[src/hw/rtl/lkxm_pkg.sv]
`timescale 1ns / 1ps
`default_nettype none
// ----------------------------------------------------------------------------
// lkxm_pkg: shared types and constants of the keystream XOR masker
// Generator constants, size and register codes, controller/datapath structs.
// ----------------------------------------------------------------------------
package lkxm_pkg;

  localparam int unsigned DATA_W  = 32;
  localparam int unsigned CODE_W  = 2;
  localparam int unsigned CFG_IDX_W = 1;

  localparam logic [31:0] LCG_MUL = 32'd1103515245;
  localparam logic [31:0] LCG_ADD = 32'd12345;

  // chunk size codes
  localparam logic [CODE_W-1:0] SIZE_BYTE = 2'd0;
  localparam logic [CODE_W-1:0] SIZE_HALF = 2'd1;

  // configuration register indexes
  localparam logic [CFG_IDX_W-1:0] CFG_KEY_SEED  = 1'b0;
  localparam logic [CFG_IDX_W-1:0] CFG_EVOLVING  = 1'b1;

  typedef enum logic [2:0] {
    ADV_NONE       = 3'd0,
    ADV_START_SEED = 3'd1,
    ADV_START_KEY  = 3'd2,
    ADV_SHIFT1     = 3'd3,
    ADV_SHIFT2     = 3'd4,
    ADV_FINISH     = 3'd5
  } adv_op_e;

  typedef struct packed {
    logic    load_in;
    adv_op_e adv_op;
    logic    emit;
  } lkxm_cmd_t;

  typedef struct packed {
    logic evolving;
    logic out_free;
  } lkxm_sts_t;

  // one linear congruential update, modulo 2^32
  function automatic logic [31:0] lcg_step(input logic [31:0] x);
    logic [31:0] prod;
    prod = x * LCG_MUL;
    return prod + LCG_ADD;
  endfunction

endpackage
`default_nettype wire

[src/hw/rtl/lkxm_in_if.sv]
`timescale 1ns / 1ps
`default_nettype none
// ----------------------------------------------------------------------------
// lkxm_in_if: input chunk channel
// Valid/ready channel carrying one chunk per transaction.
// ----------------------------------------------------------------------------
interface lkxm_in_if;
  logic                          valid;
  logic                          ready;
  logic [lkxm_pkg::DATA_W-1:0]   chunk_data;
  logic [lkxm_pkg::CODE_W-1:0]   chunk_size_code;
  logic                          first_chunk;

  modport source (output valid, output chunk_data, output chunk_size_code,
                  output first_chunk, input ready);
  modport sink   (input valid, input chunk_data, input chunk_size_code,
                  input first_chunk, output ready);
endinterface
`default_nettype wire

[src/hw/rtl/lkxm_out_if.sv]
`timescale 1ns / 1ps
`default_nettype none
// ----------------------------------------------------------------------------
// lkxm_out_if: masked chunk channel
// Valid/ready channel carrying one masked chunk per transaction.
// ----------------------------------------------------------------------------
interface lkxm_out_if;
  logic                          valid;
  logic                          ready;
  logic [lkxm_pkg::DATA_W-1:0]   masked_data;
  logic [lkxm_pkg::CODE_W-1:0]   out_size_code;

  modport source (output valid, output masked_data, output out_size_code,
                  input ready);
  modport sink   (input valid, input masked_data, input out_size_code,
                  output ready);
endinterface
`default_nettype wire

[src/hw/rtl/lkxm_datapath.sv]
`timescale 1ns / 1ps
`default_nettype none
// ----------------------------------------------------------------------------
// lkxm_datapath: key generator, chunk masking and output register
// Holds config, running key, one shared LCG multiplier and the result slot.
// ----------------------------------------------------------------------------
module lkxm_datapath (
  input  wire logic                               clk_i,
  input  wire logic                               rst_ni,
  input  wire logic                               cfg_we_i,
  input  wire logic [lkxm_pkg::CFG_IDX_W-1:0]     cfg_idx_i,
  input  wire logic [lkxm_pkg::DATA_W-1:0]        cfg_wdata_i,
  input  wire logic [lkxm_pkg::DATA_W-1:0]        chunk_data_i,
  input  wire logic [lkxm_pkg::CODE_W-1:0]        chunk_size_code_i,
  input  wire lkxm_pkg::lkxm_cmd_t                cmd_i,
  output lkxm_pkg::lkxm_sts_t                     sts_o,
  output logic                                    out_valid_o,
  input  wire logic                               out_ready_i,
  output logic [lkxm_pkg::DATA_W-1:0]             masked_data_o,
  output logic [lkxm_pkg::CODE_W-1:0]             out_size_code_o
);

  logic [31:0] seed_q, seed_d;
  logic        evo_q, evo_d;
  logic [31:0] key_q, key_d;
  logic [31:0] x_q, x_d;
  logic [30:0] r_q, r_d;
  logic [31:0] data_q;
  logic [1:0]  code_q;
  logic        out_valid_q, out_valid_d;
  logic [31:0] out_data_q;
  logic [1:0]  out_code_q;

  logic [31:0] mul_src;
  logic [31:0] lcg_val;
  logic [31:0] key_use;
  logic [31:0] xored;
  logic [31:0] masked;

  // configuration writes
  always_comb begin
    seed_d = seed_q;
    evo_d  = evo_q;
    if (cfg_we_i) begin
      case (cfg_idx_i)
        lkxm_pkg::CFG_KEY_SEED: seed_d = cfg_wdata_i;
        lkxm_pkg::CFG_EVOLVING: evo_d  = cfg_wdata_i[0];
        default: ;
      endcase
    end
  end

  // key generator: one multiply per cycle, three updates per advance
  always_comb begin
    case (cmd_i.adv_op)
      lkxm_pkg::ADV_START_SEED: mul_src = seed_q;
      lkxm_pkg::ADV_START_KEY:  mul_src = key_q;
      default:                  mul_src = x_q;
    endcase
    lcg_val = lkxm_pkg::lcg_step(mul_src);

    x_d   = x_q;
    r_d   = r_q;
    key_d = key_q;
    case (cmd_i.adv_op)
      lkxm_pkg::ADV_START_SEED,
      lkxm_pkg::ADV_START_KEY: begin
        x_d = lcg_val;
      end
      lkxm_pkg::ADV_SHIFT1: begin
        r_d = {20'b0, x_q[26:16]};
        x_d = lcg_val;
      end
      lkxm_pkg::ADV_SHIFT2: begin
        r_d = {r_q[20:0], x_q[25:16]};
        x_d = lcg_val;
      end
      lkxm_pkg::ADV_FINISH: begin
        key_d = {1'b0, r_q[20:0], x_q[25:16]};
      end
      default: ;
    endcase
  end

  // masking: key low bits over the chunk width, upper bits zero
  always_comb begin
    key_use = evo_q ? key_q : seed_q;
    xored   = data_q ^ key_use;
    case (code_q)
      lkxm_pkg::SIZE_BYTE: masked = {24'b0, xored[7:0]};
      lkxm_pkg::SIZE_HALF: masked = {16'b0, xored[15:0]};
      default:             masked = xored;
    endcase
  end

  always_comb begin
    out_valid_d = out_valid_q;
    if (cmd_i.emit) begin
      out_valid_d = 1'b1;
    end else if (out_ready_i) begin
      out_valid_d = 1'b0;
    end
  end

  always_ff @(posedge clk_i or negedge rst_ni) begin
    if (!rst_ni) begin
      seed_q      <= '0;
      evo_q       <= 1'b0;
      key_q       <= '0;
      out_valid_q <= 1'b0;
    end else begin
      seed_q      <= seed_d;
      evo_q       <= evo_d;
      key_q       <= key_d;
      out_valid_q <= out_valid_d;
    end
  end

  always_ff @(posedge clk_i) begin
    x_q <= x_d;
    r_q <= r_d;
    if (cmd_i.load_in) begin
      data_q <= chunk_data_i;
      code_q <= chunk_size_code_i;
    end
    if (cmd_i.emit) begin
      out_data_q <= masked;
      out_code_q <= code_q;
    end
  end

  assign sts_o.evolving = evo_q;
  assign sts_o.out_free = !out_valid_q || out_ready_i;

  assign out_valid_o     = out_valid_q;
  assign masked_data_o   = out_data_q;
  assign out_size_code_o = out_code_q;

endmodule
`default_nettype wire

[src/hw/rtl/lkxm_ctrl.sv]
`timescale 1ns / 1ps
`default_nettype none
// ----------------------------------------------------------------------------
// lkxm_ctrl: sequencing controller
// Steps accept, key advance and result emission for one chunk at a time.
// ----------------------------------------------------------------------------
module lkxm_ctrl (
  input  wire logic                 clk_i,
  input  wire logic                 rst_ni,
  input  wire logic                 in_valid_i,
  output logic                      in_ready_o,
  input  wire logic                 first_chunk_i,
  input  wire lkxm_pkg::lkxm_sts_t  sts_i,
  output lkxm_pkg::lkxm_cmd_t       cmd_o
);

  typedef enum logic [3:0] {
    ST_IDLE     = 4'b0001,
    ST_PRE_ADV  = 4'b0010,
    ST_EMIT     = 4'b0100,
    ST_POST_ADV = 4'b1000
  } ctrl_state_e;

  ctrl_state_e state_q, state_d;
  logic [1:0]  step_q, step_d;

  // map advance step to datapath operation
  function automatic lkxm_pkg::adv_op_e step_op(input logic [1:0] step,
                                                input logic from_seed);
    lkxm_pkg::adv_op_e op;
    case (step)
      2'd0:    op = from_seed ? lkxm_pkg::ADV_START_SEED : lkxm_pkg::ADV_START_KEY;
      2'd1:    op = lkxm_pkg::ADV_SHIFT1;
      2'd2:    op = lkxm_pkg::ADV_SHIFT2;
      default: op = lkxm_pkg::ADV_FINISH;
    endcase
    return op;
  endfunction

  always_comb begin
    state_d       = state_q;
    step_d        = step_q;
    in_ready_o    = 1'b0;
    cmd_o.load_in = 1'b0;
    cmd_o.adv_op  = lkxm_pkg::ADV_NONE;
    cmd_o.emit    = 1'b0;
    case (state_q)
      ST_IDLE: begin
        in_ready_o = 1'b1;
        if (in_valid_i) begin
          cmd_o.load_in = 1'b1;
          step_d        = 2'd0;
          state_d       = (sts_i.evolving && first_chunk_i) ? ST_PRE_ADV : ST_EMIT;
        end
      end
      ST_PRE_ADV: begin
        cmd_o.adv_op = step_op(step_q, 1'b1);
        step_d       = step_q + 2'd1;
        if (step_q == 2'd3) begin
          state_d = ST_EMIT;
        end
      end
      ST_EMIT: begin
        if (sts_i.out_free) begin
          cmd_o.emit = 1'b1;
          step_d     = 2'd0;
          state_d    = sts_i.evolving ? ST_POST_ADV : ST_IDLE;
        end
      end
      ST_POST_ADV: begin
        cmd_o.adv_op = step_op(step_q, 1'b0);
        step_d       = step_q + 2'd1;
        if (step_q == 2'd3) begin
          state_d = ST_IDLE;
        end
      end
      default: begin
        state_d = ST_IDLE;
      end
    endcase
  end

  always_ff @(posedge clk_i or negedge rst_ni) begin
    if (!rst_ni) begin
      state_q <= ST_IDLE;
      step_q  <= 2'd0;
    end else begin
      state_q <= state_d;
      step_q  <= step_d;
    end
  end

endmodule
`default_nettype wire

[src/hw/rtl/lcg_keystream_xor_masker_top.sv]
`timescale 1ns / 1ps
`default_nettype none
// Flow: an accepted chunk is registered, then its masked result is registered into the
// output register once that is free; on a buffer's first chunk in evolving mode the
// seed advance comes first. A chunk is accepted only once the block is idle again: after
// emission and, in evolving mode, after the single shared LCG multiplier advanced the key.
// Reset: asynchronous, active low; clears seed, mode, running key and all handshakes.
// ----------------------------------------------------------------------------
// lcg_keystream_xor_masker_top: keystream XOR masker
// XOR-masks byte, half-word or word chunks with a fixed or LCG-evolved key.
// ----------------------------------------------------------------------------
module lcg_keystream_xor_masker_top (
  input  wire logic                             clk_i,
  input  wire logic                             rst_ni,
  input  wire logic                             cfg_we_i,
  input  wire logic [lkxm_pkg::CFG_IDX_W-1:0]   cfg_idx_i,
  input  wire logic [lkxm_pkg::DATA_W-1:0]      cfg_wdata_i,
  lkxm_in_if.sink                               in_ch,
  lkxm_out_if.source                            out_ch
);

  // command and status between controller and datapath
  lkxm_pkg::lkxm_cmd_t cmd;
  lkxm_pkg::lkxm_sts_t sts;

  // The controller accepts a transaction only when idle. The result sits in
  // the datapath's output register, so a new chunk can be taken while the
  // previous result still waits for the sink.
  lkxm_ctrl u_ctrl (
    .clk_i         (clk_i),
    .rst_ni        (rst_ni),
    .in_valid_i    (in_ch.valid),
    .in_ready_o    (in_ch.ready),
    .first_chunk_i (in_ch.first_chunk),
    .sts_i         (sts),
    .cmd_o         (cmd)
  );

  // Datapath: config registers, running key, the shared multiplier that
  // advances the key (three updates, one per cycle, plus a finish step),
  // the masking logic and the output register.
  lkxm_datapath u_datapath (
    .clk_i             (clk_i),
    .rst_ni            (rst_ni),
    .cfg_we_i          (cfg_we_i),
    .cfg_idx_i         (cfg_idx_i),
    .cfg_wdata_i       (cfg_wdata_i),
    .chunk_data_i      (in_ch.chunk_data),
    .chunk_size_code_i (in_ch.chunk_size_code),
    .cmd_i             (cmd),
    .sts_o             (sts),
    .out_valid_o       (out_ch.valid),
    .out_ready_i       (out_ch.ready),
    .masked_data_o     (out_ch.masked_data),
    .out_size_code_o   (out_ch.out_size_code)
  );

endmodule
`default_nettype wire

[src/flat_wrapper.sv]
// flat-port wrapper written by rule: the top's interface ports become plain ports
module lcg_keystream_xor_masker_top_flat 
  (clk_i, rst_ni, cfg_we_i, cfg_idx_i, cfg_wdata_i, in_ch_valid, in_ch_chunk_data, in_ch_chunk_size_code, in_ch_first_chunk, in_ch_ready, out_ch_valid, out_ch_masked_data, out_ch_out_size_code, out_ch_ready);
  lkxm_in_if in_ch_i ();
  lkxm_out_if out_ch_i ();
  input  wire logic clk_i;
  input  wire logic rst_ni;
  input  wire logic cfg_we_i;
  input  wire logic [lkxm_pkg::CFG_IDX_W-1:0] cfg_idx_i;
  input  wire logic [lkxm_pkg::DATA_W-1:0] cfg_wdata_i;
  input wire logic [$bits(in_ch_i.valid)-1:0] in_ch_valid;
  input wire logic [$bits(in_ch_i.chunk_data)-1:0] in_ch_chunk_data;
  input wire logic [$bits(in_ch_i.chunk_size_code)-1:0] in_ch_chunk_size_code;
  input wire logic [$bits(in_ch_i.first_chunk)-1:0] in_ch_first_chunk;
  output wire logic [$bits(in_ch_i.ready)-1:0] in_ch_ready;
  output wire logic [$bits(out_ch_i.valid)-1:0] out_ch_valid;
  output wire logic [$bits(out_ch_i.masked_data)-1:0] out_ch_masked_data;
  output wire logic [$bits(out_ch_i.out_size_code)-1:0] out_ch_out_size_code;
  input wire logic [$bits(out_ch_i.ready)-1:0] out_ch_ready;
  assign in_ch_i.valid = in_ch_valid;
  assign in_ch_i.chunk_data = in_ch_chunk_data;
  assign in_ch_i.chunk_size_code = in_ch_chunk_size_code;
  assign in_ch_i.first_chunk = in_ch_first_chunk;
  assign in_ch_ready = in_ch_i.ready;
  assign out_ch_valid = out_ch_i.valid;
  assign out_ch_masked_data = out_ch_i.masked_data;
  assign out_ch_out_size_code = out_ch_i.out_size_code;
  assign out_ch_i.ready = out_ch_ready;
  lcg_keystream_xor_masker_top u_core (.clk_i(clk_i), .rst_ni(rst_ni), .cfg_we_i(cfg_we_i), .cfg_idx_i(cfg_idx_i), .cfg_wdata_i(cfg_wdata_i), .in_ch(in_ch_i), .out_ch(out_ch_i));
endmodule
[config.mk]
export PLATFORM = sky130hd
export DESIGN_NAME = lcg_keystream_xor_masker_top_flat
export DESIGN_NICKNAME = d
export VERILOG_FILES = /design/src/hw/rtl/lkxm_pkg.sv /design/src/hw/rtl/lkxm_in_if.sv /design/src/hw/rtl/lkxm_out_if.sv /design/src/hw/rtl/lkxm_datapath.sv /design/src/hw/rtl/lkxm_ctrl.sv /design/src/hw/rtl/lcg_keystream_xor_masker_top.sv /design/src/flat_wrapper.sv
export SDC_FILE = /design/constraint.sdc
export NUM_CORES = 1
export LEC_CHECK = 0
export BUFFER_PORTS_ARGS = -buffer_cell sky130_fd_sc_hd__buf_4
export CAP_MARGIN = 5
export CORE_MARGIN = 2
export CORE_UTILIZATION = 55
export CTS_BUF_LIST = sky130_fd_sc_hd__clkbuf_8
export CTS_CLUSTER_DIAMETER = 40
export DETAILED_ROUTE_END_ITERATION = 8
export GPL_TIMING_DRIVEN = 0
export PLACE_DENSITY_LB_ADDON = 0.3
export SYNTH_ARGS = -nofsm -noshare
export SYNTH_HDL_FRONTEND = slang
export SYNTH_SLANG_ARGS = --single-unit
[constraint.sdc]
create_clock -name clk_i -period 19.5 [get_ports clk_i]
set_clock_uncertainty 0.2 [all_clocks]
set_input_delay 0 -clock clk_i [delete_from_list [all_inputs] [get_ports clk_i]]
set_output_delay 0 -clock clk_i [all_outputs]
set_load 0.01 [all_outputs]
==> Word-level counts from Yosys, hierarchy flattened <==
Index checks and enable logic that the tools add are counted.
{ "op_classes": {"add_sub_neg": 2, "multipliers": 1, "n_eq_ne": 17, "n_mux": 24, "bitwise_logic": 2, "reduce_logical": 14} }
{ "ops": {"columns": ["operator", "count"], "rows": [
  ["one-hot mux 32 bit (2 select lines)", 2],
  ["one-hot mux 21 bit (2 select lines)", 1],
  ["adder 32 x 14 -> 32 bit (second input constant)", 1],
  ["multiplier 32 x 31 -> 32 bit (second input constant)", 1],
  ["two-way mux 32 bit", 1],
  ["XOR 32 bit", 1],
  ["two-way mux 4 bit", 5],
  ["one-hot mux 3 bit (3 select lines)", 2],
  ["one-hot mux 4 bit (4 select lines)", 1],
  ["two-way mux 1 bit", 7],
  ["equality test 3 x 2 -> 1 bit (second input constant)", 2],
  ["equality test 3 bit (second input constant)", 2],
  ["!= test 2 bit (second input constant)", 3],
  ["one-hot mux 2 bit (3 select lines)", 1],
  ["one-hot mux 3 bit (2 select lines)", 1],
  ["equality test 2 x 1 -> 1 bit (second input constant)", 2],
  ["equality test 2 bit (second input constant)", 2],
  ["equality test 4 x 1 -> 1 bit (second input constant)", 1],
  ["equality test 4 x 2 -> 1 bit (second input constant)", 1],
  ["equality test 4 x 3 -> 1 bit (second input constant)", 1],
  ["equality test 4 bit (second input constant)", 1],
  ["logical NOT 2 bit", 2],
  ["two-way mux 2 bit", 2],
  ["AND reduction 2 bit", 2],
  ["14 further kinds", 15]
]} }
{ "totals": {"register_bits": 192, "input_bits": 73, "out_inout_bits": 36, "elab_cells": 72} }

==> Longest topological paths before layout <==
{ "depth": {"word_depth": 7, "depth_mapped": 35, "ltp_nobuf": 32} }

==> Cells and area by module <==
Synthesis repeated with hierarchy kept, for this count alone.
{ "unflattened": {"cells_unflattened": 1297, "hier_area_um2": 14925.6} }
{ "by_module_without_submodules": {"columns": ["module", "n_inst", "cells_per_inst", "area_each_um2", "seq_area_each_um2"], "rows": [
  ["lkxm_datapath", 1, 1230, 14327.5, 5109.9],
  ["lkxm_ctrl", 1, 67, 598.1, 151.4]
]} }

==> Worst setup path after synthesis <==
OpenSTA, ideal clock, no wires.
{ "synth_timing": {"path_type": "flip-flop to flip-flop", "start": "reg u_core.u_ctrl.state_q[2]", "end": "reg u_core.u_datapath.x_q[26], data pin", "setup_ns": 0.268, "t_arrival_ns": 8.371, "required_ns": 19.032, "setup_slack_ns": 10.661, "path_stages_with_launch": 32, "path_buffers": 3, "period_less_slack_ns": 8.839, "cell_sequence": "dfrtp_1 or4b_1 buf_2 o32a_1 nor3b_2 nor2_2 clkbuf_1 clkbuf_1 nand2_1 nand2_1 ha_1 inv_1 fa_1 fa_1 fa_1 inv_1 fa_1 inv_1 fa_1 inv_1 fa_1 inv_1 fa_1 inv_1 ha_1 a21o_1 a21o_1 o21ai_0 a31oi_1 a31o_2 a31oi_1 xnor3_1"} }
{ "synth_via": {"elab_chain_cells": 6, "elab_cells_between_ends": 8, "classes_between": "1 x add/sub; 1 x mul; 4 x eq/ne; 2 x mux"} }
{ "synth_lines": {"columns": ["item", "line", "source"], "rows": [
  ["from (decl)", "lkxm_ctrl.sv:24", "ctrl_state_e state_q, state_d;"],
  ["from (signal assigned)", "lkxm_ctrl.sv:88", "state_q <= state_d;"],
  ["equality test 4 bit / equality test 4 x 2 -> 1 bit (equally long branches)", "lkxm_ctrl.sv:47", "case (state_q)"],
  ["one-hot mux 3 bit (2 select lines) *", "lkxm_ctrl.sv:47", null],
  ["equality test 3 x 2 -> 1 bit / equality test 3 x 1 -> 1 bit (equally long branches)", "lkxm_datapath.sv:55", "case (cmd_i.adv_op)"],
  ["one-hot mux 32 bit (2 select lines) *", "lkxm_datapath.sv:55", null],
  ["multiplier 32 x 31 -> 32 bit *", "lkxm_pkg.sv:47", "prod = x * LCG_MUL;"],
  ["adder 32 x 14 -> 32 bit *", "lkxm_pkg.sv:48", "return prod + LCG_ADD;"],
  ["named net u_core.u_datapath.lcg_val[26]", "lkxm_datapath.sv:35", "logic [31:0] lcg_val;"],
  ["to (signal assigned)", "lkxm_datapath.sv:120", "x_q <= x_d;"],
  ["to (decl)", "lkxm_datapath.sv:26", "logic [31:0] x_q, x_d;"]
]} }
Mark *: on every way through the listed nets, which the timed path passes. The rest lies on a longest branch.
A chain may end at the register's enable or synchronous reset.

==> Worst setup path in the final report <==
{ "layout_timing": {"start": "reg u_core.u_ctrl.step_q[0]", "end": "reg u_core.u_datapath.x_q[26], data pin"} }
{ "layout_via": {"elab_chain_cells": 7, "elab_cells_between_ends": 11, "classes_between": "1 x add/sub; 1 x mul; 4 x eq/ne; 4 x mux; 1 x reduce/logical"} }
{ "layout_lines": {"columns": ["item", "line", "source"], "rows": [
  ["from (decl)", "lkxm_ctrl.sv:25", "logic [1:0] step_q, step_d;"],
  ["from (signal assigned)", "lkxm_ctrl.sv:89", "step_q <= step_d;"],
  ["equality test 2 bit, or another cell as far along", "lkxm_ctrl.sv:31", "case (step)"],
  ["one-hot mux 3 bit (3 select lines)", "lkxm_ctrl.sv:31", null],
  ["one-hot mux 3 bit (2 select lines) *", "lkxm_ctrl.sv:47", null],
  ["equality test 3 x 2 -> 1 bit / equality test 3 x 1 -> 1 bit (equally long branches)", "lkxm_datapath.sv:55", null],
  ["one-hot mux 32 bit (2 select lines) *", "lkxm_datapath.sv:55", null],
  ["multiplier 32 x 31 -> 32 bit *", "lkxm_pkg.sv:47", null],
  ["adder 32 x 14 -> 32 bit *", "lkxm_pkg.sv:48", null],
  ["named net u_core.u_datapath.lcg_val[26]", "lkxm_datapath.sv:35", null]
]} }
Marked as above.

==> out/results.txt <==
Worst EP required -> 19.51 ns
Post-DR vias/cell -> 5.38
Detailed Route WL -> 33.5 mm
Final #Nets -> 1798
Final Max Tran Viols -> 0
Share of cells above drive strength 1 -> 0.156
Crit path max fanout -> 10
Netlist Area Pre-Place -> 14500 sq um
Slew Limit Headroom -> 0.0826
Post-Syn Nets -> 1596
CP Class -> reg -> reg
CP Launch Type -> flip-flop
Final hold slack -> -0.0165 ns
Met3 Usage GRT -> 0.0296
CP peak stage delay -> 0.58 ns
Setup TNS -> 0 ns
Fin. Hold Viols -> 6
Post-synth EDFFs -> 116
Die ar. -> 27600 sq um
DRC violations left -> 0
Clock Root Buffer -> clkbuf_8
DIE HEIGHT -> 166 microns
First-pass GRT wire length -> 54.3 mm
Gp weighted congestion -> 0.928
Max clock buf depth -> 2
Worst reg2reg path depth -> 33
Post-synthesis async set-or-reset flop share -> 0.380
Multi-input logic area -> 8090 sq um
First-pass iteration count of the detailed router -> 5
H-tree Lvls -> 4
Critical Path Sink Type -> flip-flop
M2 GR Usage -> 0.445
Final period util -> 0.540
Warnings, synthesis -> 0
Fillers -> 1925
Initial Util -> 0.559
Initial antenna violation count -> 0
CTS-repair resized insts -> 0
Mapped Cells -> 1231
Post-CTS setup buffer count -> 0
Synth Register Bits -> 187
Die width -> 166 microns
Clock sink count -> 187
Commonest non-fill, non-tap cells in the layout -> inv_1 (270), ha_1 (164), fa_1 (128), edfxtp_1 (116), buf_4 (108)
Via count -> 9577
Max-cap violations -> 0
Worst-Margin Slew -> 1.38 ns
Initial DRC count -> 708
HP Class -> in -> async
Largest net degree at the start of global routing -> 72
CTS buffer count -> 17
Tot GR Track Use -> 0.252
Core area -> 25900 sq um
Site Rows -> 59
Register area -> 5260 sq um
Final Setup Violations -> 0
Vias in the first global route -> 10.2k
Post-synth cell types -> 61
Critical path's slowest cell -> fa_1
Fin crit period -> 10.52 ns
Ant. Diodes -> 0
Commonest non-fill, non-tap cell in the layout -> inv_1
GR Overflow Total -> 0
Critical path arrival -> 10.54 ns
DP Wirelength -> 26.7 mm
Clock slew at reported path FFs -> 0.10 ns
Final antenna-violating net count -> 0
GRT met1 Usage -> 0.332
Clock latency on the worst-skew pair -> 0.47 ns
IO Count -> 109
Wire per inst -> 18.8 microns
RSZ-0062 raised after global routing -> no
Status -> complete, but fails checks
Area Growth Syn to Fin -> 16.5%
Sequential element share of the synthesized area -> 0.364
Busiest grt layer -> met2
Top FF cell, synth -> edfxtp_1
Fmax achieved -> 95.0 MHz
CTS tree -> yes
IO Port Bufs -> 108
Syn avg cell area -> 11.8 sq um
Failing checks -> negative hold slack
==> sequential cells by signal, summed over array words and instances, names as in the netlist <==
signal                             cells
u_core.u_datapath.data_q              32
u_core.u_datapath.masked_data_o       32
u_core.u_datapath.seed_q              32
u_core.u_datapath.key_q               31
u_core.u_datapath.x_q                 27
u_core.u_datapath.r_q                 21
u_core.u_ctrl.state_q                  4
u_core.u_ctrl.step_q                   2
u_core.u_datapath.code_q               2
u_core.u_datapath.out_size_code_o      2
u_core.u_datapath.evo_q                1
u_core.u_datapath.out_valid_o          1
==> final cells by class <==
class	instances	area share
buffer	27	0.00660
clock buffer	17	0.0139
clock inverter	15	0.00883
inverter	273	0.0608
multi-input combinational	744	0.480
sequential	187	0.312
tap	335	0.0248
timing repair buffer	183	0.0935
==> synthesized netlist by cell type (all sizes together) (13+ instances only) <==
| cell type | number | area [sq um] |
|---|---|---|
| mux2i | 32 | 320 |
| xor2 | 23 | 201 |
| nor2 | 27 | 104 |
| dfrtp | 70 | 1750 |
| fa | 128 | 2560 |
| a21o | 13 | 97.6 |
| and2 | 39 | 244 |
| nand2 | 44 | 165 |
| clkbuf | 19 | 71.3 |
| mux2 | 62 | 698 |
| ha | 164 | 2050 |
| inv | 273 | 1020 |
| a21oi | 23 | 130 |
| xnor2 | 63 | 552 |
| edfxtp | 116 | 3480 |
==> path summary, 6_finish.rpt <==
| path | slack [ns] | endpoint | from |
|---|---|---|---|
| worst max register to register | 8.98 | u_core.u_datapath.x_q[26] | u_core.u_ctrl.step_q[0] |
| worst min-delay path | -0.02 | u_core.u_datapath.out_valid_o | rst_ni |
| worst max-delay path | 8.98 | u_core.u_datapath.x_q[26] | u_core.u_ctrl.step_q[0] |
| worst min register to register | 0.26 | u_core.u_datapath.r_q[7] | u_core.u_datapath.x_q[23] |
| max in group asynchronous | 18.42 | u_core.u_datapath.key_q[26] | rst_ni |
| min in group clk_i | 0.05 | u_core.u_datapath.data_q[5] | in_ch_chunk_data[5] |
==> cell families (layout without fill, tap and decap cells) <==
family | count (synthesis) | in the layout | share of synthesized area
buffers and inverters | 300 | 515 | 0.0785
adder cells (fa/ha/maj) | 292 | 292 | 0.319
flip-flops | 187 | 187 | 0.364
AND/OR/NAND/NOR | 158 | 158 | 0.0569
AO/OA/AOI/OAI | 112 | 112 | 0.0567
multiplexers | 94 | 94 | 0.0704
XOR/XNOR | 88 | 88 | 0.0552
==> per-layer routing <==
| metal | vias to the layer above | share of wire |
|---|---|---|
| met5 | - | 0 |
| met2 | 279 | 0.51 |
| met3 | 55 | 0.049 |
| li1 | 4441 | - |
| met4 | 0 | 0.022 |
| met1 | 4802 | 0.42 |
==> worst max-delay path, delay by kind of cell (launching register included) <==
kind | cells | cell delay (ns)
compound gates | 6 | 1.30
xor+xnor | 1 | 0.44
fa+ha+maj | 10 | 4.69
buf+inv | 10 | 1.79
flops | 1 | 0.45
simple gates | 6 | 1.38
==> stage by stage <==
stage | instance area, sq um | util | setup WS (ns) | cells
final | 16900 | 0.651 | 8.98 | 1781
after global routing | 16900 | 0.651 | 8.41 | 1781
after CTS | 16900 | 0.651 | 9.02 | 1781
after detailed placement | 15800 | 0.608 | 9.07 | 1676
after global placement | 15700 | 0.606 | 9.32 | 1674
after floorplan | 14500 | - | 10.66 | 1231
==> repair_timing <==
action                                  4_1_cts  5_1_grt
hold buffers                                 73        0
endpoints found under the setup margin        0        0
hold endpoints to repair                    149        0
Power is left out: the tool's default activity adds up to more than one toggle a clock period on the data nets, which glitch-free logic cannot reach.
